**config.mk**
```make
export PLATFORM = sky130hd
export DESIGN_NAME = key_debounce_event_queue_core
export DESIGN_NICKNAME = d
export VERILOG_FILES = /design/src/kdeq_pkg.sv /design/src/kdeq_ram.sv /design/src/kdeq_lane.sv /design/src/kdeq_merge.sv /design/src/key_debounce_event_queue_core.sv
export SDC_FILE = /design/constraint.sdc
export NUM_CORES = 1
export LEC_CHECK = 0
export BUFFER_PORTS_ARGS = -buffer_cell sky130_fd_sc_hd__clkbuf_2
export CORE_AREA = 5 5 116 118
export DETAILED_ROUTE_END_ITERATION = 8
export DIE_AREA = 0 0 121 123
export PLACE_DENSITY_LB_ADDON = 0.25
export REMOVE_ABC_BUFFERS = 1
export SYNTH_ARGS = -nofsm -noshare
export SYNTH_HDL_FRONTEND = slang
export SYNTH_SLANG_ARGS = --single-unit
export TNS_END_PERCENT = 50
```
**constraint.sdc**
```tcl
create_clock -name clk -period 3.03 [get_ports clk]
set_input_delay 0.4545 -clock clk [delete_from_list [all_inputs] [get_ports clk]]
set_output_delay 0.4545 -clock clk [all_outputs]
set_load 0.005 [all_outputs]
```
**src/kdeq_pkg.sv**
```systemverilog
// ----------------------------------------------------------------------------
// kdeq_pkg: shared types and constants
// Lane result record, operation codes and fixed field widths for the key
// debounce event queue.
// ----------------------------------------------------------------------------
`default_nettype none

package kdeq_pkg;

    localparam int CNT_W = 4;   // mismatch counter and threshold width
    localparam int KEY_W = 3;   // stored / reported key index width

    localparam logic [CNT_W-1:0] THRESHOLD_RESET = 4'd2;

    localparam logic OP_SCAN = 1'b0;
    localparam logic OP_POP  = 1'b1;

    // what one debounce lane found on a scan
    typedef struct packed {
        logic             flip;     // debounced level toggles
        logic             press;    // toggle is towards pressed
        logic [CNT_W-1:0] cnt_new;  // counter value if this lane is updated
    } lane_res_t;

endpackage

`default_nettype wire

```
**src/kdeq_ram.sv**
```systemverilog
// ----------------------------------------------------------------------------
// kdeq_ram: generic single-write, single-read RAM
// One write port, one read port with registered read data that holds
// while no read is requested.
// ----------------------------------------------------------------------------
`default_nettype none

module kdeq_ram #(
    parameter int WIDTH = 3,
    parameter int DEPTH = 8
) (
    input  wire logic                     clk,
    input  wire logic                     we,
    input  wire logic [$clog2(DEPTH)-1:0] waddr,
    input  wire logic [WIDTH-1:0]         wdata,
    input  wire logic                     re,
    input  wire logic [$clog2(DEPTH)-1:0] raddr,
    output      logic [WIDTH-1:0]         rdata
);

    logic [WIDTH-1:0] mem [DEPTH];

    always_ff @(posedge clk)
    begin
        if (we)
        begin
            mem[waddr] <= wdata;
        end
        if (re)
        begin
            rdata <= mem[raddr];
        end
    end

endmodule

`default_nettype wire

```
**src/kdeq_lane.sv**
```systemverilog
// ----------------------------------------------------------------------------
// kdeq_lane: debounce lane for one key
// Compares the sampled level with the debounced level and works out the
// counter step and whether the debounced level flips.
// ----------------------------------------------------------------------------
`default_nettype none

module kdeq_lane
    import kdeq_pkg::*;
(
    input  wire logic             level,
    input  wire logic             held,
    input  wire logic [CNT_W-1:0] cnt,
    input  wire logic [CNT_W-1:0] threshold,
    output      lane_res_t        res
);

    logic             mismatch;
    logic [CNT_W-1:0] cnt_inc;

    always_comb
    begin
        mismatch    = (level != held);
        cnt_inc     = cnt + CNT_W'(1);   // wraps at 4 bits
        res.flip    = mismatch && (cnt_inc >= threshold);
        res.press   = res.flip && !level;
        res.cnt_new = (!mismatch || res.flip) ? '0 : cnt_inc;
    end

endmodule

`default_nettype wire

```
**src/kdeq_merge.sv**
```systemverilog
// ----------------------------------------------------------------------------
// kdeq_merge: combine lane results
// The lowest pressing key ends the scan; lanes above it keep their state.
// ----------------------------------------------------------------------------
`default_nettype none

module kdeq_merge
    import kdeq_pkg::*;
#(
    parameter int NUM_KEYS = 6
) (
    input  wire lane_res_t [NUM_KEYS-1:0]             res,
    input  wire logic      [NUM_KEYS-1:0]             held,
    input  wire logic      [NUM_KEYS-1:0][CNT_W-1:0]  cnt,
    output      logic                                 fired,
    output      logic      [KEY_W-1:0]                fired_key,
    output      logic      [NUM_KEYS-1:0]             held_next,
    output      logic      [NUM_KEYS-1:0][CNT_W-1:0]  cnt_next
);

    logic seen;

    always_comb
    begin
        seen      = 1'b0;
        fired_key = '0;
        held_next = held;
        cnt_next  = cnt;
        for (int i = 0; i < NUM_KEYS; i++)
        begin
            if (!seen)
            begin
                held_next[i] = held[i] ^ res[i].flip;
                cnt_next[i]  = res[i].cnt_new;
                if (res[i].press)
                begin
                    seen      = 1'b1;
                    fired_key = KEY_W'(i);
                end
            end
        end
        fired = seen;
    end

endmodule

`default_nettype wire

```
**src/key_debounce_event_queue_core.sv**
```systemverilog
// ----------------------------------------------------------------------------
// key_debounce_event_queue_core: key debounce with press-event ring
// The result is registered by the clock edge that accepts the item.
// Throughput: one item per cycle; in_ready falls only while a result waits.
// Pop data comes from the ring RAM's registered read port, read at accept.
// Reset: keys released, counters and ring pointers cleared, threshold 2.
// Ring contents are not cleared; only written slots are ever popped.
// ----------------------------------------------------------------------------
`default_nettype none

module key_debounce_event_queue_core
    import kdeq_pkg::*;
#(
    parameter int NUM_KEYS    = 6,
    parameter int QUEUE_DEPTH = 8
) (
    input  wire logic                clk,
    input  wire logic                rst_n,

    // configuration: debounce threshold
    input  wire logic                cfg_write_en,
    input  wire logic [CNT_W-1:0]    cfg_write_data,

    // item input
    input  wire logic                in_valid,
    output      logic                in_ready,
    input  wire logic                operation,
    input  wire logic [NUM_KEYS-1:0] key_levels,

    // result output
    output      logic                out_valid,
    input  wire logic                out_ready,
    output      logic                scan_fired,
    output      logic [KEY_W-1:0]    scan_key,
    output      logic                event_dropped,
    output      logic                pop_valid,
    output      logic [KEY_W-1:0]    pop_key
);

    localparam int PW = $clog2(QUEUE_DEPTH);
    localparam logic [PW-1:0] PTR_LAST = PW'(QUEUE_DEPTH - 1);

    // ---------------- state ----------------
    logic [CNT_W-1:0]               thr_reg;
    logic [NUM_KEYS-1:0]            held_reg, held_next;
    logic [NUM_KEYS-1:0][CNT_W-1:0] cnt_reg, cnt_next;
    logic [PW-1:0]                  wr_ptr_reg, wr_ptr_next;
    logic [PW-1:0]                  rd_ptr_reg, rd_ptr_next;

    logic                           out_valid_reg, out_valid_next;
    logic                           fired_reg, fired_next;
    logic [KEY_W-1:0]               key_reg, key_next;
    logic                           drop_reg, drop_next;
    logic                           popv_reg, popv_next;

    // ---------------- per-key lanes ----------------
    lane_res_t [NUM_KEYS-1:0]       lane_res;
    logic [NUM_KEYS-1:0]            scan_held;
    logic [NUM_KEYS-1:0][CNT_W-1:0] scan_cnt;
    logic                           scan_hit;
    logic [KEY_W-1:0]               scan_hit_key;

    for (genvar g = 0; g < NUM_KEYS; g++)
    begin : g_lane
        kdeq_lane u_lane (
            .level     (key_levels[g]),
            .held      (held_reg[g]),
            .cnt       (cnt_reg[g]),
            .threshold (thr_reg),
            .res       (lane_res[g])
        );
    end

    // lowest pressing key wins and freezes the lanes above it
    kdeq_merge #(
        .NUM_KEYS (NUM_KEYS)
    ) u_merge (
        .res       (lane_res),
        .held      (held_reg),
        .cnt       (cnt_reg),
        .fired     (scan_hit),
        .fired_key (scan_hit_key),
        .held_next (scan_held),
        .cnt_next  (scan_cnt)
    );

    // ---------------- ring control ----------------
    logic          accept;
    logic          is_pop;
    logic [PW-1:0] wr_ptr_inc, rd_ptr_inc;
    logic          ring_full, ring_empty;
    logic          push_we, pop_re;
    logic [KEY_W-1:0] ram_rdata;

    always_comb
    begin
        wr_ptr_inc = (wr_ptr_reg == PTR_LAST) ? '0 : wr_ptr_reg + PW'(1);
        rd_ptr_inc = (rd_ptr_reg == PTR_LAST) ? '0 : rd_ptr_reg + PW'(1);
        // one slot stays empty so full and empty differ
        ring_full  = (wr_ptr_inc == rd_ptr_reg);
        ring_empty = (wr_ptr_reg == rd_ptr_reg);
    end

    // a new item goes in whenever the result register is free or draining
    assign in_ready = !out_valid_reg || out_ready;
    assign accept   = in_valid && in_ready;
    assign is_pop   = (operation == OP_POP);
    assign push_we  = accept && !is_pop && scan_hit && !ring_full;
    assign pop_re   = accept && is_pop && !ring_empty;

    // read data is held by the RAM until the next pop is accepted, which
    // can only happen once the current result has been taken
    kdeq_ram #(
        .WIDTH (KEY_W),
        .DEPTH (QUEUE_DEPTH)
    ) u_ring (
        .clk   (clk),
        .we    (push_we),
        .waddr (wr_ptr_reg),
        .wdata (scan_hit_key),
        .re    (pop_re),
        .raddr (rd_ptr_reg),
        .rdata (ram_rdata)
    );

    // ---------------- next state ----------------
    always_comb
    begin
        held_next      = held_reg;
        cnt_next       = cnt_reg;
        wr_ptr_next    = wr_ptr_reg;
        rd_ptr_next    = rd_ptr_reg;
        out_valid_next = out_valid_reg;
        fired_next     = fired_reg;
        key_next       = key_reg;
        drop_next      = drop_reg;
        popv_next      = popv_reg;

        if (out_valid_reg && out_ready)
        begin
            out_valid_next = 1'b0;
        end

        if (accept)
        begin
            out_valid_next = 1'b1;
            if (is_pop)
            begin
                fired_next = 1'b0;
                key_next   = '0;
                drop_next  = 1'b0;
                popv_next  = !ring_empty;
                if (!ring_empty)
                begin
                    rd_ptr_next = rd_ptr_inc;
                end
            end
            else
            begin
                held_next  = scan_held;
                cnt_next   = scan_cnt;
                fired_next = scan_hit;
                key_next   = scan_hit ? scan_hit_key : '0;
                drop_next  = scan_hit && ring_full;
                popv_next  = 1'b0;
                if (push_we)
                begin
                    wr_ptr_next = wr_ptr_inc;
                end
            end
        end
    end

    // control state
    always_ff @(posedge clk or negedge rst_n)
    begin
        if (!rst_n)
        begin
            thr_reg       <= THRESHOLD_RESET;
            held_reg      <= '1;
            cnt_reg       <= '0;
            wr_ptr_reg    <= '0;
            rd_ptr_reg    <= '0;
            out_valid_reg <= 1'b0;
        end
        else
        begin
            if (cfg_write_en)
            begin
                thr_reg <= cfg_write_data;
            end
            held_reg      <= held_next;
            cnt_reg       <= cnt_next;
            wr_ptr_reg    <= wr_ptr_next;
            rd_ptr_reg    <= rd_ptr_next;
            out_valid_reg <= out_valid_next;
        end
    end

    // result payload
    always_ff @(posedge clk)
    begin
        fired_reg <= fired_next;
        key_reg   <= key_next;
        drop_reg  <= drop_next;
        popv_reg  <= popv_next;
    end

    assign out_valid     = out_valid_reg;
    assign scan_fired    = fired_reg;
    assign scan_key      = key_reg;
    assign event_dropped = drop_reg;
    assign pop_valid     = popv_reg;
    assign pop_key       = popv_reg ? ram_rdata : '0;

    // ---------------- checks ----------------
    a_scan_pop_excl: assert property (@(posedge clk) disable iff (!rst_n)
        out_valid |-> !(scan_fired && pop_valid))
        else $error("scan and pop result in one item");

    a_drop_needs_fire: assert property (@(posedge clk) disable iff (!rst_n)
        out_valid && event_dropped |-> scan_fired)
        else $error("drop flagged without a fired scan");

    a_empty_pop: assert property (@(posedge clk) disable iff (!rst_n)
        accept && is_pop && ring_empty |=> out_valid && !pop_valid)
        else $error("pop on empty ring returned an event");

    a_full_no_push: assert property (@(posedge clk) disable iff (!rst_n)
        ring_full && !pop_re |=> $stable(wr_ptr_reg))
        else $error("write pointer moved while ring full");

endmodule

`default_nettype wire
```
==> run_results.csv, run 1 <==
group,metric,value,unit
sta,final-setup-viol-count,0,
logic_synthesis,async_flop_share,55.41,%
logic_synthesis,ys_seq_area_share,48.49,%
power,swShare,34.52,%
floorplan,start_util,33.79,%
sta,fin_crit_sh,95.41,%
sta,fmax,0.3459,GHz
placement,portBuffers,26,
logic_synthesis,syn_area,4178,um^2
run_status,run_status,"completed",
floorplan,fp-row-count,41,
critical_path,critical_path_class,"flop to flop",
floorplan,die-area,14880,um^2
logic_synthesis,ys_top_cells_by_area,"edfxtp_1 24%, dfrtp_1 20%, ha_1 10%, dfstp_2 4.4%, mux2_2 3.5%",
cells_and_area,layout-drive-gt1-share,28.36,%
logic_synthesis,synth-main-ff-cell,"dfrtp_1",
logic_synthesis,yosys.area.top_type_share,23.72,%
cts,root_buffer,"clkbuf_16",
critical_path,slowest_delay,420,ps
routing,drt-met1-wl,3.789,mm
grt,grt_max_degree,28,
routing,maxUsedRoutingLayer,"met4",
cts,cts_buffers,9,
power,pwr-share-seq,35.7,%
critical_path,reg2reg_from,"cnt_reg[8]",
power,power_leakage,2.112,nW
critical_path,endpoint_kind,"flop",
cts,cts_tree,"yes",
grt,grt_pass1_wl,14.01,mm
routing,drtIter0Drc,145,
sta,fin_crit,2891,ps
logic_synthesis,synth_area_per_cell,11.84,um^2
routing,ant_nets,0,
critical_path,cp-startpoint,"cnt_reg[8]",
cts,cts_setup_buffers,0,
cts,cts.htree.levels,3,
power,ir_worst_vdd,0.4353,mV
logic_synthesis,ys_seq_elements,74,
routing,via_per_inst,4.781,
cts,clk_latency,330,ps
run,cap_violations,0,
cells_and_area,area_delta_synth_final,19.23,%
routing,wire_per_inst,14.45,um
grt,grt_overflow,0,
critical_path,cpMaxStageDelayCell,"dfrtp_1",
cells_and_area,diodes,0,
cells_and_area,n_fill_cell,1177,
placement,gp_congestion,0.7727,
routing,drtPass1Iterations,4,
grt,grt.total_usage,12.26,%
floorplan,core-area,12360,um^2
sta,maxSlewViolCount,0,
sta,setup_ws,139.2,ps
power,power_frac_comb,41.1,%
critical_path,cp_cell_sequence,"ha_1 > ha_1 > a2111oi_4 > nor4b_4 > or3_4 > o211ai_2 > buf_4 > nor4b_2 > buf_4",
floorplan,ios,27,
grt,grt_pass1_vias,2827,
logic_synthesis,synth_edf_count,33,
sta,finalSetupTns,0,ps
logic_synthesis,ys_types,53,
routing,vias,2778,
cts,clk_pin_slew,60,ps
logic_synthesis,yosysMostFrequentCell,"nand2_1",
power,p_clk_share,23.2,%
routing,drc_errors,0,
cts,clk_path_buf_depth,2,
power,intPower,2.922,mW
sta,finalHoldViolCount,0,
placement,dp_cells,566,
critical_path,cp-start-kind,"flop",
logic_synthesis,yosys.area.top_type,"edfxtp_1",
routing,dr_wl_met2,4.130,mm
power,p_per_area,896.0,nW/um^2
placement,pre_cts_slack,35.70,ps
logic_synthesis,synth_cells,353,
logic_synthesis,yosys-top-cells-count,"37 x nand2_1, 34 x dfrtp_1, 34 x ha_1, 33 x edfxtp_1",
cells_and_area,nets,455,
critical_path,worstPathMaxFanout,5,
grt,antenna_found_initial,0,
cells_and_area,final_cells,581,
floorplan,die_x,121,um
cts,cts_sinks,74,
logic_synthesis,ys.warnings.count,0,
power,switchingPower,1.541,mW
sta,rsz0062_at_grt,"true",
routing,routed_wl,8.398,mm
critical_path,cp.arrival,2990,ps
routing,met3WireLength,287,um
sta,relSlewSlack,54.20,%
placement,hpwl,6.342,mm
sta,worstMarginPinSlew,687.0,ps
critical_path,worst_ep_required_time,3130,ps
sta,finalClockSkew,5.483,ps
floorplan,fp.dieH,123,um
worst_hold_path,hold_path.class,"input pin to async pin",
placed cells by master (no fill, tap or decap), types with 2 or more instances in the layout:
| cell type | instances |
|---|---|
| mux2_2 | 13 |
| o21ai_0 | 23 |
| dfrtp_1 | 33 |
| nand3_1 | 14 |
| nor3_1 | 12 |
| mux4_2 | 6 |
| a21oi_1 | 2 |
| or2_2 | 2 |
| nor4b_2 | 4 |
| nor4_1 | 4 |
| o21a_1 | 6 |
| clkbuf_2 | 26 |
| ha_1 | 34 |
| nand2_1 | 37 |
| nand2b_1 | 12 |
| o31ai_1 | 2 |
| edfxtp_1 | 33 |
| nor2b_1 | 2 |
| mux2i_1 | 2 |
| xnor2_1 | 12 |
| clkbuf_16 | 9 |
| xor2_1 | 12 |
| nor2_1 | 22 |
| a21o_1 | 2 |
| a2111oi_4 | 3 |
| nand2b_4 | 3 |
| mux2_4 | 2 |
| inv_1 | 10 |
| dfstp_2 | 7 |
| and2_1 | 5 |
| buf_4 | 26 |
worst max-delay path, delay by kind of cell, from the launching register on:
| kind | cells | cell delay, ps |
|---|---|---|
| compound gates | 2 | 630 |
| flops | 1 | 420 |
| fa+ha+maj | 2 | 670 |
| simple gates | 3 | 570 |
| buf+inv | 2 | 360 |
final timing paths:
| kind | endpoint | slack (ps) | depth (start not counted) |
|---|---|---|---|
| setup reg to reg | u_ring.mem[2][2] | 140 | 9 |
| setup / recovery | u_ring.mem[2][2] | 140 | 9 |
| max in group asynchronous | async pin | 2130 | 2 |
| hold / removal | cnt_reg[11] | 150 | 1 |
| hold reg to reg | cnt_reg[11] | 490 | 2 |
| min in group clk | out_valid | 330 | 2 |
repair_timing:
| action | CTS | global route |
|---|---|---|
| hold buffers | 0 | 0 |
| endpoints found under the hold margin | 0 | 0 |
| endpoints found under the setup margin | 3 | 10 |
| resized for setup | 1 | 5 |
| pin swaps | 0 | 0 |
| gates cloned | 0 | 0 |
stage by stage:
stage | cell area [um^2] | util [%] | hold slack (ps) | power (mW)
final | 4981 | 40.29 | 150.8 | 4.463
after global routing | 4981 | 40.29 | 221.7 | 4.795
after CTS | 4959 | 40.11 | 177.4 | 4.512
after detailed placement | 4667 | 37.75 | 480.4 | 3.440
after global placement | 4667 | 37.75 | 474.0 | 3.403
after floorplan | 4126 | - | 158.9 | 2.856
layer usage:
layer / track usage [%] / vias up
met5: 0 / -
met4: 4.958 / 0
met3: 3.614 / 14
met2: 20.88 / 34
met1: 14.58 / 1344
li1: - / 1386
logic make-up (layout without fill, tap and decap cells):
family                     count (synthesis)  in the layout  share of synthesized area, %
DFF                                       74             74                         48.49
buffers and inverters                     21             77                         2.127
muxes                                     23             23                         7.937
xor gates and xnor gates                  24             24                         5.031
adders and majority gates                 34             34                         10.18
AOI/OAI and AO/OA                         48             48                         9.164
and+or+nand+nor                          129            129                         17.07
power by group through the flow:
stage,clock [mW],sequential (mW),combinational (mW)
4_1_cts,1.07,1.59,1.85
3_3_place_gp,0,1.60,1.81
3_5_place_dp,0,1.61,1.83
2_1_floorplan,0,1.57,1.29
6_report,1.04,1.59,1.83
5_1_grt,1.12,1.63,2.04
final cells by class:
type | count | area, um^2 | area share, %
well taps | 172 | 215.2 | 4.321
clock inverters | 5 | 55.05 | 1.105
clock buffers | 10 | 229.0 | 4.597
multi-input cells | 258 | 2092 | 42.00
repair buffers | 52 | 325.3 | 6.531
inverters | 10 | 37.54 | 0.7536
flip-flops and latches | 74 | 2027 | 40.69
Note: power is estimated with default switching activity, not from simulation.
==> run 2: changes to the inputs <==
- CORE_AREA: 5 5 116 118 -> 10 10 121 123
- DIE_AREA: 0 0 121 123 -> 0 0 131 133
==> run 2 against run 1 <==
Compared with the run above: sequential power is essentially flat; sequential share of layout area about the same; cell count unchanged; worst hold slack got worse by 27 ps; setup slack got worse by 14 ps; clock skew grew 4.0 ps; register-to-register slack about the same; critical path depth stayed put; fmax shrank 0.48%; combinational power about the same; wire length down 1.7%; non-clock buffer count shrank 1.
==> run_results.csv, run 2 (same netlist as run 1, synthesis figures left out) <==
group,metric,value,unit
run_status,run_status,"completed",
cts,cts_sinks,74,
power,p_per_area,880.7,nW/um^2
power,swShare,35.39,%
routing,routed_wl,8.253,mm
placement,pre_cts_slack,58.06,ps
critical_path,cp_cell_sequence,"inv_1 > ha_1 > a2111oi_4 > o32ai_2 > or3_4 > o211ai_4 > buf_4 > nor4b_2 > buf_4",
power,power_leakage,2.101,nW
floorplan,core-area,12360,um^2
placement,hpwl,6.259,mm
floorplan,start_util,33.79,%
sta,fmax,0.3443,GHz
critical_path,path_common_cell,"buf_4",
critical_path,critical_path_class,"flop to flop",
cts,cts_buffers,9,
grt,antenna_found_initial,0,
sta,fin_crit,2905,ps
cts,clk_latency,340,ps
floorplan,ios,27,
sta,worstMarginPinSlew,942.2,ps
grt,grt_pass1_vias,2882,
cells_and_area,final_area,4985,um^2
worst_hold_path,hold_path.class,"input pin to async pin",
critical_path,cp.arrival,3010,ps
power,power_frac_comb,41.7,%
placement,placed_cell_area,4659,um^2
sta,maxSlewViolCount,0,
floorplan,die_x,131,um
power,switchingPower,1.554,mW
critical_path,r2r_setup_slack,130,ps
floorplan,fp-row-count,41,
power,p_clk_share,22.1,%
grt,grt_overflow,0,
power,pwr-share-seq,36.2,%
sta,rsz0062_at_grt,"true",
run,cap_violations,0,
sta,finalClockSkew,9.457,ps
sta,setup_ws,125.2,ps
cells_and_area,n_fill_cell,1183,
cells_and_area,nets,454,
critical_path,slowest_delay,510,ps
sta,final-setup-viol-count,0,
grt,grt_max_degree,26,
cts,cts_tree,"yes",
cells_and_area,area_delta_synth_final,19.32,%
grt,grt_pass1_wl,14.30,mm
floorplan,fp.dieH,133,um
power,intPower,2.836,mW
critical_path,reg2reg_from,"thr_reg[1]",
routing,wire_per_inst,14.20,um
placement,gp_congestion,0.8092,
routing,drc_errors,0,
routing,via_per_inst,4.769,
sta,fin_crit_sh,95.87,%
critical_path,cpMaxStageDelayCell,"dfstp_2",
critical_path,endpoint_kind,"flop",
routing,ant_nets,0,
critical_path,worstPathMaxFanout,7,
cts,cts.htree.levels,3,
cts,clk_pin_slew,60,ps
cells_and_area,mostFrequentLayoutCells,"37 x nand2_1, 33 x dfrtp_1, 33 x edfxtp_1",
routing,drtIter0Drc,93,
power,ir_worst_vdd,0.3916,mV
routing,drtPass1Iterations,4,
critical_path,worst_ep_required_time,3140,ps
critical_path,r2r-end,"u_ring.mem[3][1]",
cts,clk_path_buf_depth,2,
sta,relSlewSlack,36.70,%
cells_and_area,multi_input_area,2115,um^2
cells_and_area,diodes,0,
cts,cts_setup_buffers,0,
routing,vias,2771,
critical_path,cp-start-kind,"flop",
sta,finalHoldViolCount,0,
grt,grt.total_usage,10.50,%
cells_and_area,regArea,2027,um^2
floorplan,die-area,17420,um^2
cells_and_area,layout-drive-gt1-share,29.34,%
critical_path,reg2regPathDepth,9,
placement,portBuffers,26,
cells_and_area,layout_commonest_cell,"nand2_1",
cts,root_buffer,"clkbuf_16",
==> run 2: cell types whose count changed in the layout (fill, tap and decap cells not counted), moves of 2 or more <==
cell	change
clkinv_2	+2
ha_1	-2
ha_2	+2
buf_4	-2
==> run 2: how the worst max path moves through the flow <==
stage	to	from	cells past startpoint	slack (ps)
3_3_place_gp	u_ring.mem[5][0]	cnt_reg[8]	11	120
4_1_cts	u_ring.mem[5][1]	cnt_reg[20]	9	20
5_1_grt	flop	cnt_reg[5]	10	-60
6_report	u_ring.mem[3][1]	thr_reg[1]	9	130
3_5_place_dp	u_ring.mem[5][1]	cnt_reg[20]	9	60
2_1_floorplan	u_ring.mem[4][0]	cnt_reg[12]	9	20
==> run 2: power by group through the flow <==
stage / logic [mW] / registers (mW) / clock network (mW)
2_1_floorplan: 1.29 / 1.57 / 0
3_3_place_gp: 1.80 / 1.60 / 0
3_5_place_dp: 1.82 / 1.60 / 0
4_1_cts: 1.83 / 1.59 / 1.00
5_1_grt: 2.08 / 1.63 / 1.04
6_report: 1.83 / 1.59 / 0.970
==> run 2: metal layers <==
metal  GRT usage [%]  routed length [um]  up-vias
met1           12.72                3825     1326
met4           4.759                 170        0
met5               0                   0        -
met3           3.196                 304       13
met2           16.63                3952       47
li1                -                   -     1385
==> run 2: area by class of cell <==
| class | count | area share, % |
|---|---|---|
| clock buffer | 9 | 4.518 |
| clock inverter | 7 | 0.8785 |
| inverter | 10 | 0.7530 |
| multi-input combinational | 258 | 42.42 |
| sequential | 74 | 40.66 |
| tap | 172 | 4.317 |
| timing repair buffer | 51 | 6.451 |
==> run 2: timing repair <==
item / CTS / global route
setup endpoints to repair: 0 / 26
hold buffers: 0 / 0
resized for setup: 0 / 11
==> run 2: per-stage QoR <==
stage	instances	util, %	total power, mW	hold WS, ps	setup TNS, ps
finish	581	40.32	4.390	123.6	0
global route	581	40.32	4.754	170.7	-55.76
CTS	581	39.86	4.419	150.0	0
detailed placement	565	37.69	3.417	477.9	0
global placement	565	37.69	3.400	473.2	0
floorplan	342	-	2.856	158.9	0
==> run 2: worst max-delay path, delay by kind of cell, from the launching register on <==
kind / cells / cell delay (ps)
adders and majority gates: 1 / 370
and+or+nand+nor: 2 / 480
AOI/OAI and AO/OA: 3 / 800
buffers and inverters: 3 / 510
DFF: 1 / 510
